$ cat config.mk
export PLATFORM = sky130hd
export DESIGN_NAME = itdp_div
export DESIGN_NICKNAME = d
export VERILOG_FILES = /design/src/rtl/itdp_pkg.sv /design/src/rtl/itdp_div.sv
export SDC_FILE = /design/constraint.sdc
export NUM_CORES = 1
export LEC_CHECK = 0
export ABC_CLOCK_PERIOD_IN_PS = 3800
export BUFFER_PORTS_ARGS = -buffer_cell sky130_fd_sc_hd__buf_2
export CAP_MARGIN = 20
export CORE_MARGIN = 2
export CORE_UTILIZATION = 30
export CTS_BUF_LIST = sky130_fd_sc_hd__clkbuf_16
export DETAILED_ROUTE_END_ITERATION = 10
export MAX_ROUTING_LAYER = met4
export RECOVER_POWER = 100
export REMOVE_ABC_BUFFERS = 1
export SLEW_MARGIN = 40
export SYNTH_ARGS = -nofsm -noshare
export SYNTH_HDL_FRONTEND = slang
export SYNTH_SLANG_ARGS = --single-unit
$ cat constraint.sdc
create_clock -name clk_i -period 3.8 [get_ports clk_i]
set_input_delay 0.38 -clock clk_i [delete_from_list [all_inputs] [get_ports clk_i]]
set_output_delay 0.38 -clock clk_i [all_outputs]
set_load 0.02 [all_outputs]
$ cat src/rtl/itdp_pkg.sv
// shared constants and types for the incremental trial division prime block
package itdp_pkg;

  localparam int unsigned TableDepth = 4096;
  localparam int unsigned AddrW      = $clog2(TableDepth);
  localparam int unsigned CntW       = $clog2(TableDepth + 1);
  localparam int unsigned CandW      = 32;
  localparam int unsigned FactW      = 16;

  typedef struct packed {
    logic done;
    logic zero;
  } div_status_t;

endpackage

$ cat src/rtl/itdp_div.sv
// bit-serial remainder unit, one dividend bit per cycle
module itdp_div (
  input  logic                        clk_i,
  input  logic                        rst_ni,
  input  logic                        start_i,
  input  logic [itdp_pkg::CandW-1:0]  dividend_i,
  input  logic [itdp_pkg::FactW-1:0]  divisor_i,
  output itdp_pkg::div_status_t       status_o
);

  localparam int unsigned StepW = $clog2(itdp_pkg::CandW);

  logic                       busy_q, busy_d;
  logic                       done_q, done_d;
  logic [StepW-1:0]           step_q, step_d;
  logic [itdp_pkg::CandW-1:0] shift_q, shift_d;
  logic [itdp_pkg::FactW-1:0] div_q, div_d;
  logic [itdp_pkg::FactW-1:0] rem_q, rem_d;
  logic [itdp_pkg::FactW:0]   trial;

  always_comb begin
    busy_d  = busy_q;
    done_d  = 1'b0;
    step_d  = step_q;
    shift_d = shift_q;
    div_d   = div_q;
    rem_d   = rem_q;
    trial   = {rem_q, shift_q[itdp_pkg::CandW-1]};
    if (start_i) begin
      busy_d  = 1'b1;
      step_d  = '0;
      shift_d = dividend_i;
      div_d   = divisor_i;
      rem_d   = '0;
    end else if (busy_q) begin
      if (trial >= {1'b0, div_q}) begin
        trial = trial - {1'b0, div_q};
      end
      rem_d   = trial[itdp_pkg::FactW-1:0];
      shift_d = {shift_q[itdp_pkg::CandW-2:0], 1'b0};
      step_d  = step_q + 1'b1;
      if (step_q == StepW'(itdp_pkg::CandW - 1)) begin
        busy_d = 1'b0;
        done_d = 1'b1;
      end
    end
  end

  always_ff @(posedge clk_i or negedge rst_ni) begin
    if (!rst_ni) begin
      busy_q <= 1'b0;
      done_q <= 1'b0;
      step_q <= '0;
    end else begin
      busy_q <= busy_d;
      done_q <= done_d;
      step_q <= step_d;
    end
  end

  always_ff @(posedge clk_i) begin
    shift_q <= shift_d;
    div_q   <= div_d;
    rem_q   <= rem_d;
  end

  assign status_o.done = done_q;
  assign status_o.zero = (rem_q == '0);

  a_no_restart_busy: assert property (@(posedge clk_i) disable iff (!rst_ni)
    start_i |-> !busy_q) else $error("divider restarted while busy");
  a_done_after_busy: assert property (@(posedge clk_i) disable iff (!rst_ni)
    done_q |-> $past(busy_q)) else $error("done without work");
  a_done_idle: assert property (@(posedge clk_i) disable iff (!rst_ni)
    done_q |-> !busy_q) else $error("done while busy");

endmodule

**Word-level counts from Yosys, hierarchy flattened**

Cells that the tools add are included.

- Register bits after elaboration: 71

- Add/sub/neg operators: 2
- $lt $le $gt $ge: 1
- Equality and inequality tests: 1
- Mux-type cells: 11
- Reduce and logical (&&, ||, !) cells: 2

Operator list:

| operator | count |
|---|---|
| 32-bit two-way mux | 2 |
| 17-bit by 16-bit greater-or-equal comparator with 1-bit output | 1 |
| 16-bit logical NOT | 1 |
| 16-bit two-way mux | 1 |
| 16-bit subtractor | 1 |
| 5-bit two-way mux | 2 |
| 1-bit two-way mux | 6 |
| 5-bit by 1-bit adder with 5-bit output (second input constant) | 1 |
| 5-bit equality test (second input constant) | 1 |
| 2-bit nonzero test | 1 |

**Depth between registers and ports, before layout**

Gate-level depths: netlist of the first run.

- Depth after elaboration: 4
- Depth in mapped cells: 10

**Worst setup path before layout of the first run**

Ideal clock, no wire load.

- Path type: register -> register
- From: register shift_q[31] (netlist name)
- To: register rem_q[14] (netlist name)
- Data arrival time: 2280 ps
- Path slack: 1392 ps
- Stages on the path, launching flop included: 11
- Period minus slack after synthesis: 2408 ps
- Cells stage by stage: edfxtp_1 > inv_1 > ha_1 > inv_1 > fa_1 > a21oi_1 > o21ai_1 > a2111oi_2 > nor2_1 > o311ai_0 > o21ai_0

- Word-level cells in the longest chain between the ends: 2

Ends and longest elaborated chain:

| element | line | RTL |
|---|---|---|
| from (decl) | itdp_div.sv:16 | `logic [itdp_pkg::CandW-1:0] shift_q, shift_d;` |
| from (signal assigned) | itdp_div.sv:62 | `shift_q <= shift_d;` |
| 16-bit subtractor / 17-bit by 16-bit greater-or-equal comparator with 1-bit output (equally long branches) | itdp_div.sv:37, itdp_div.sv:36 |  |
| 16-bit two-way mux (*) | itdp_div.sv:36 | `if (trial >= {1'b0, div_q}) begin` |
| to (signal assigned) | itdp_div.sv:64 | `rem_q <= rem_d;` |
| to (decl) | itdp_div.sv:18 | `logic [itdp_pkg::FactW-1:0] rem_q, rem_d;` |

Mark *: on every way between the ends. The rest lies on a longest branch, timed or not.
A chain may end at the register's enable or synchronous reset.

**Worst setup path after layout of the first run**

- From: register div_q[2] (netlist name)
- To: register rem_q[0] (netlist name)

- Word-level cells in the longest chain between the ends: 2

Ends and longest elaborated chain:

| element | line | RTL |
|---|---|---|
| from (decl) | itdp_div.sv:17 | `logic [itdp_pkg::FactW-1:0] div_q, div_d;` |
| from (signal assigned) | itdp_div.sv:63 | `div_q <= div_d;` |
| 17-bit by 16-bit greater-or-equal comparator with 1-bit output | itdp_div.sv:36 |  |
| 16-bit two-way mux | itdp_div.sv:36 |  |

No other way between the ends.

==> impl_metrics.csv, run 1 <==
group,metric,value,unit
finish,antenna_cells,0,
setup_path,crit_path_end_kind,"flop",
worst_hold_path,min_from,"divisor_i[10]",
setup_path,crit_fanout,9,
die,die-area,14300,sq um
global_route,grt_pass1_vias,2859,
die,die_y,120,um
setup_path,cp_slowest_cell,"nand4b_1",
setup_path,worstPathBufferInverterCount,2,
routing,avgViaCountPerCell,4.98,
clock_network,root_buffer,"clkbuf_16",
setup_path,crit_cells,9,
placement,finalWeightedCongestion,0.964,
timing,fin_ws,0.925,ns
logic_synthesis,ys.flop_type,"edfxtp_1",
setup_path,worst_path_largest_cell_delay,0.40,ns
finish,area_growth,15.5,%
clock_network,cts_buffer_depth,2,
finish,drive_gt1_frac,0.268,
finish,final_nets,475,
setup_path,r2r_end,"rem_q[0]$_SDFFE_PP0P_",
die,initial_core_util,0.305,
die,die_x,120,um
finish,final_cell_mix,"edfxtp_1, buf_2, mux2_2",
logic_synthesis,synth_area,4020,sq um
outcome,failed_checks,"capacitance limit, slew limit",
clock_network,htree_num_levels,3,
routing,wire_per_inst,14.8,um
timing,hold_viol,0,
setup_path,crit_required,4.01,ns
setup_path,critPathArrivalTime,3.08,ns
setup_path,r2r-start,"div_q[2]$_DFFE_PP_",
timing,slew_headroom,-0.176,
routing,ant_nets,0,
clock_network,cts_tree,"yes",
setup_path,reg2regPathDepth,9,
logic_synthesis,ys_warn_count,0,
logic_synthesis,syn_area_per_cell,11.2,sq um
finish,fill_cells,1331,
routing,dr_total_vias,2916,
worst_hold_path,hp-class,"in2reg",
routing,wirelength,8690,um
placement,dp_hpwl,6270,um
global_route,grt_use_total,0.128,
logic_synthesis,syn-instance-count,358,
logic_synthesis,synth-seq-cells,71,
timing,skew,0.00721,ns
clock_network,cts_resized,0,
clock_network,clock-sinks,71,
logic_synthesis,synth-edff-count,48,
timing,setup_violations,0,
die,ios,53,
global_route,grt_pass1_wl,14000,um
job,drv_cap,1,
finish,layout_commonest_cell,"edfxtp_1",
routing,initialDrtViolationCount,156,
timing,grt_setup_unrepaired,"no",
logic_synthesis,synth_cell_types,63,
timing,period_needed,2.87,ns
global_route,grt_max_degree,37,
worst_hold_path,whs_endpoint,"div_q[10]$_DFFE_PP_",
die,coreArea,13200,sq um
power,p_leak,0.00192,uW
placement,portBuffers,52,
setup_path,worstSetupPathType,"reg2reg",
logic_synthesis,yosysSeqAreaShare,0.482,
global_route,overflow,0,
clock_network,cts_buffers,9,
power,finalPower,1960,uW
timing,drv_slew,37,
timing,tightestPinTransition,1.76,ns
power,irDropWorstVdd,0.000261,V
global_route,antenna_found_initial,0,
die,rows,42,
routing,drc,0,
power,p_per_area,423,nW/um^2
timing,finalCritPeriodShare,0.756,
outcome,status,"finished with violations",
clock_network,clkTransAtPathRegs,0.06,ns
setup_path,crit_path_cell_trace,"inv_1 > ha_1 > nor2_1 > a211oi_1 > o211a_1 > nand4b_1 > clkbuf_1 > a21o_2 > a311oi_1",
setup_path,worst_setup_path_start_kind,"flop",
routing,firstDrtPassIters,4,
clock_network,insertion_delay,0.33,ns
setup_path,reg2reg_slack,0.93,ns
timing,fin_tns_setup,0,ns
setup_path,crit_family,"compound AO/OA/AOI/OAI gates",
timing,clock.fmax,348,MHz
logic_synthesis,async_flop_share,0.0986,
worst_hold_path,whs_path_depth,1,
placement,dp_slack,1.02,ns
==> how the worst max path moves through the flow <==
stage,startpoint,slack [ns],to
after floorplan,shift_q[31]$_DFFE_PP_,1.39,rem_q[14]$_SDFFE_PP0P_
after detailed placement,shift_q[31]$_DFFE_PP_,1.02,rem_q[14]$_SDFFE_PP0P_
after CTS,shift_q[31]$_DFFE_PP_,1.0,rem_q[14]$_SDFFE_PP0P_
after global placement,shift_q[31]$_DFFE_PP_,1.13,rem_q[14]$_SDFFE_PP0P_
final,div_q[2]$_DFFE_PP_,0.93,rem_q[0]$_SDFFE_PP0P_
after global routing,start_i,0.63,rem_q[2]$_SDFFE_PP0P_
==> cell usage after synthesis, types with 6 or more instances <==
cell | count | area, sq um
a21oi_1 | 14 | 70.1
a311oi_1 | 9 | 78.8
clkbuf_1 | 7 | 26.3
clkbuf_8 | 6 | 82.6
dfrtp_1 | 7 | 175
dfxtp_1 | 16 | 320
edfxtp_1 | 48 | 1440
ha_1 | 18 | 225
inv_1 | 24 | 90.1
mux2_2 | 31 | 349
nand2_1 | 22 | 82.6
nand3_1 | 8 | 40.0
nor2_1 | 27 | 101
o21ai_0 | 17 | 85.1
xor2_1 | 6 | 52.6
==> state kept, by name, summed over array words and instances, names as in the netlist <==
name,flops
busy_q,1
step_q,5
div_q,16
done_q,1
shift_q,32
rem_q,16
==> area by class of cell <==
class	instances	area (sq um)	share of cell area
Sequential cell	71	1940	0.417
Multi-Input combinational cell	242	1810	0.390
Timing Repair Buffer	57	285	0.0614
Clock buffer	9	225	0.0485
Tap cell	176	220	0.0474
Inverter	24	90.1	0.0194
Clock inverter	7	72.6	0.0156
==> cells by family after synthesis <==
| logic type | synth area share |
|---|---|
| buf+inv | 0.0675 |
| simple gates | 0.128 |
| fa+ha+maj | 0.0610 |
| xor+xnor | 0.0240 |
| compound gates | 0.146 |
| flops | 0.482 |
| mux | 0.0918 |
==> layer usage <==
| metal | GRT usage | part of all wire | vias up |
|---|---|---|---|
| met3 | 0.0247 | 0.058 | 15 |
| met1 | 0.163 | 0.45 | 1383 |
| li1 | - | - | 1429 |
| met4 | 0.0551 | 0.024 | 0 |
| met2 | 0.198 | 0.47 | 89 |
| met5 | - | 0 | - |
==> what timing repair did <==
item                      in CTS  in global routing
hold buffers                   1                  0
hold endpoints to repair       7                  0
setup buffers                  0                  0
==> power breakdown <==
group / internal, uW / total [uW] / switching (uW)
Combinational: 106 / 222 / 116
Clock: 509 / 836 / 328
Sequential: 887 / 906 / 19.3
Total: 1500 / 1960 / 463
==> metrics by stage <==
step            util  hold WS (ns)  std cells  area, sq um
3_3_place_gp   0.330         0.216        569         4350
4_1_cts        0.353         0.213        586         4660
2_1_floorplan      -        0.0844        337         3840
6_report       0.352         0.223        586         4640
5_1_grt        0.352         0.221        586         4640
3_5_place_dp   0.330         0.221        569         4350
(Power assumes the default switching activity.)
==> inputs of run 2 (changes only) <==
Settings changed: ABC_CLOCK_PERIOD_IN_PS 3800 to 2840.
Clock period 3.8 ns to 2.84 ns, I/O delays scaled along.
==> run 2 against run 1 <==
Against the previous run:
- clock-buffer cell count did not move
- power up 34%
- critical endpoint is now rem_q[7]$_SDFFE_PP0P_
- sequential power grew 34%
- the run now ends clean
==> impl_metrics.csv, run 2 (synthesis gave the netlist of run 1 again) <==
group,metric,value,unit
outcome,status,"completed",
clock_network,root_buffer,"clkbuf_16",
finish,top_register,"shift_q",
placement,finalWeightedCongestion,0.888,
setup_path,crit_path_end_kind,"flop",
clock_network,clkTransAtPathRegs,0.06,ns
timing,tightestPinTransition,0.808,ns
setup_path,worstSetupPathType,"reg2reg",
power,p_leak,0.00194,uW
global_route,antenna_found_initial,0,
timing,grt_setup_unrepaired,"no",
clock_network,cts_buffer_depth,2,
timing,drv_slew,0,
die,coreArea,13200,sq um
routing,drc,0,
global_route,grt_pass1_vias,3112,
finish,area_growth,16.2,%
routing,avgViaCountPerCell,5.03,
power,irDropWorstVdd,0.000403,V
power,power.switching,624,uW
finish,antenna_cells,0,
global_route,overflow,0,
routing,initialDrtViolationCount,213,
power,seqPwrFrac,0.460,
finish,largestRegisters,"shift_q: 32 flops, div_q: 16 flops, rem_q: 16 flops",
finish,drive_gt1_frac,0.274,
die,die_y,120,um
finish,multi_input_area,1820,sq um
clock_network,cts_setup_buffers,0,
routing,wirelength,8740,um
setup_path,crit_fanout,18,
die,die_x,120,um
power,finalPower,2640,uW
finish,final_cell_mix,"edfxtp_1, buf_2, mux2_2",
finish,fill_cells,1305,
global_route,top_usage_layer,"met2",
clock_network,clock-sinks,71,
timing,slew_headroom,0.461,
die,die-area,14300,sq um
timing,setup_violations,0,
worst_hold_path,hp-class,"in2reg",
global_route,grt_use_met2,0.201,
routing,wire_per_inst,14.9,um
power,p_int,2010,uW
power,pwr-share-comb,0.116,
die,ios,53,
finish,ff_latch_area,1940,sq um
global_route,use_met3,0.0242,
power,p_per_area,564,nW/um^2
power,p_clk_frac,0.424,
routing,ant_nets,0,
timing,period_needed,2.65,ns
global_route,grt_pass1_wl,15000,um
placement,dp_hpwl,6150,um
placement,portBuffers,52,
global_route,grt_util_met1,0.174,
routing,firstDrtPassIters,4,
finish,final_nets,477,
clock_network,insertion_delay,0.34,ns
timing,skew,0.00750,ns
setup_path,worst_setup_path_start_kind,"flop",
setup_path,reg2reg_slack,0.19,ns
clock_network,htree_num_levels,3,
timing,finalCritPeriodShare,0.933,
timing,fin_tns_setup,0,ns
setup_path,critPathArrivalTime,2.89,ns
job,drv_cap,0,
power,switching_share,0.237,
setup_path,crit_required,3.08,ns
die,rows,42,
timing,hold_viol,0,
clock_network,cts_buffers,9,
clock_network,cts_tree,"yes",
global_route,grt_use_total,0.134,
die,initial_core_util,0.305,
routing,dr_total_vias,2960,
global_route,grt_max_degree,58,
timing,clock.fmax,378,MHz
finish,largest_reg_flops,32,
run 2: critical path, stage by stage (launching register included):
cell	delay, ns
dfxtp_1	0.35
ha_1	0.49
nand4_1	0.18
or4_1	0.54
o211ai_2	0.13
a21oi_4	0.18
or3_1	0.41
a311oi_1	0.27
run 2: cell type report:
class	instances	area share
clock inverter	7	0.0155
tap	176	0.0471
multi-input combinational	242	0.390
inverter	24	0.0193
clock buffer	9	0.0482
sequential	71	0.414
timing repair buffer	59	0.0658
run 2: final timing paths:
check	from	to	depth (start not counted)
hold / removal	divisor_i[15]	div_q[15]$_DFFE_PP_	1
setup reg to reg	rem_q[4]$_SDFFE_PP0P_	rem_q[7]$_SDFFE_PP0P_	7
hold reg to reg	rem_q[2]$_SDFFE_PP0P_	rem_q[2]$_SDFFE_PP0P_	2
min in group asynchronous	rst_ni	step_q[1]$_DFFE_PN0P_	2
setup / recovery	rem_q[4]$_SDFFE_PP0P_	rem_q[7]$_SDFFE_PP0P_	7
max in group asynchronous	rst_ni	step_q[3]$_DFFE_PN0P_	2
run 2: power groups by stage:
stage / Combinational [uW] / Sequential (uW) / Clock (uW)
finish: 307 / 1210 / 1120
global route: 341 / 1220 / 1190
CTS: 304 / 1210 / 1150
detailed placement: 300 / 1230 / 0
global placement: 295 / 1230 / 0
floorplan: 198 / 1220 / 0
run 2: layer usage:
metal | wire length [um] | part of all wire
met1 | 4110 | 0.47
met2 | 3990 | 0.46
met3 | 380 | 0.043
met4 | 269 | 0.031
met5 | 0 | 0
run 2: metrics by stage:
| stage | hold slack, ns | utilization | setup WS (ns) | instance area, sq um | std cells |
|---|---|---|---|---|---|
| floorplan | -0.0116 | - | 0.432 | 3840 | 337 |
| global placement | 0.128 | 0.331 | 0.283 | 4370 | 571 |
| detailed placement | 0.130 | 0.331 | 0.184 | 4370 | 571 |
| CTS | 0.109 | 0.354 | 0.161 | 4670 | 588 |
| global route | 0.113 | 0.354 | 0.0283 | 4670 | 588 |
| finish | 0.121 | 0.354 | 0.191 | 4670 | 588 |
run 2: timing repair:
item	CTS	global route
endpoints found under the hold margin	7	0
setup endpoints to repair	0	1
gates resized for setup	0	2
hold buffers	1	0
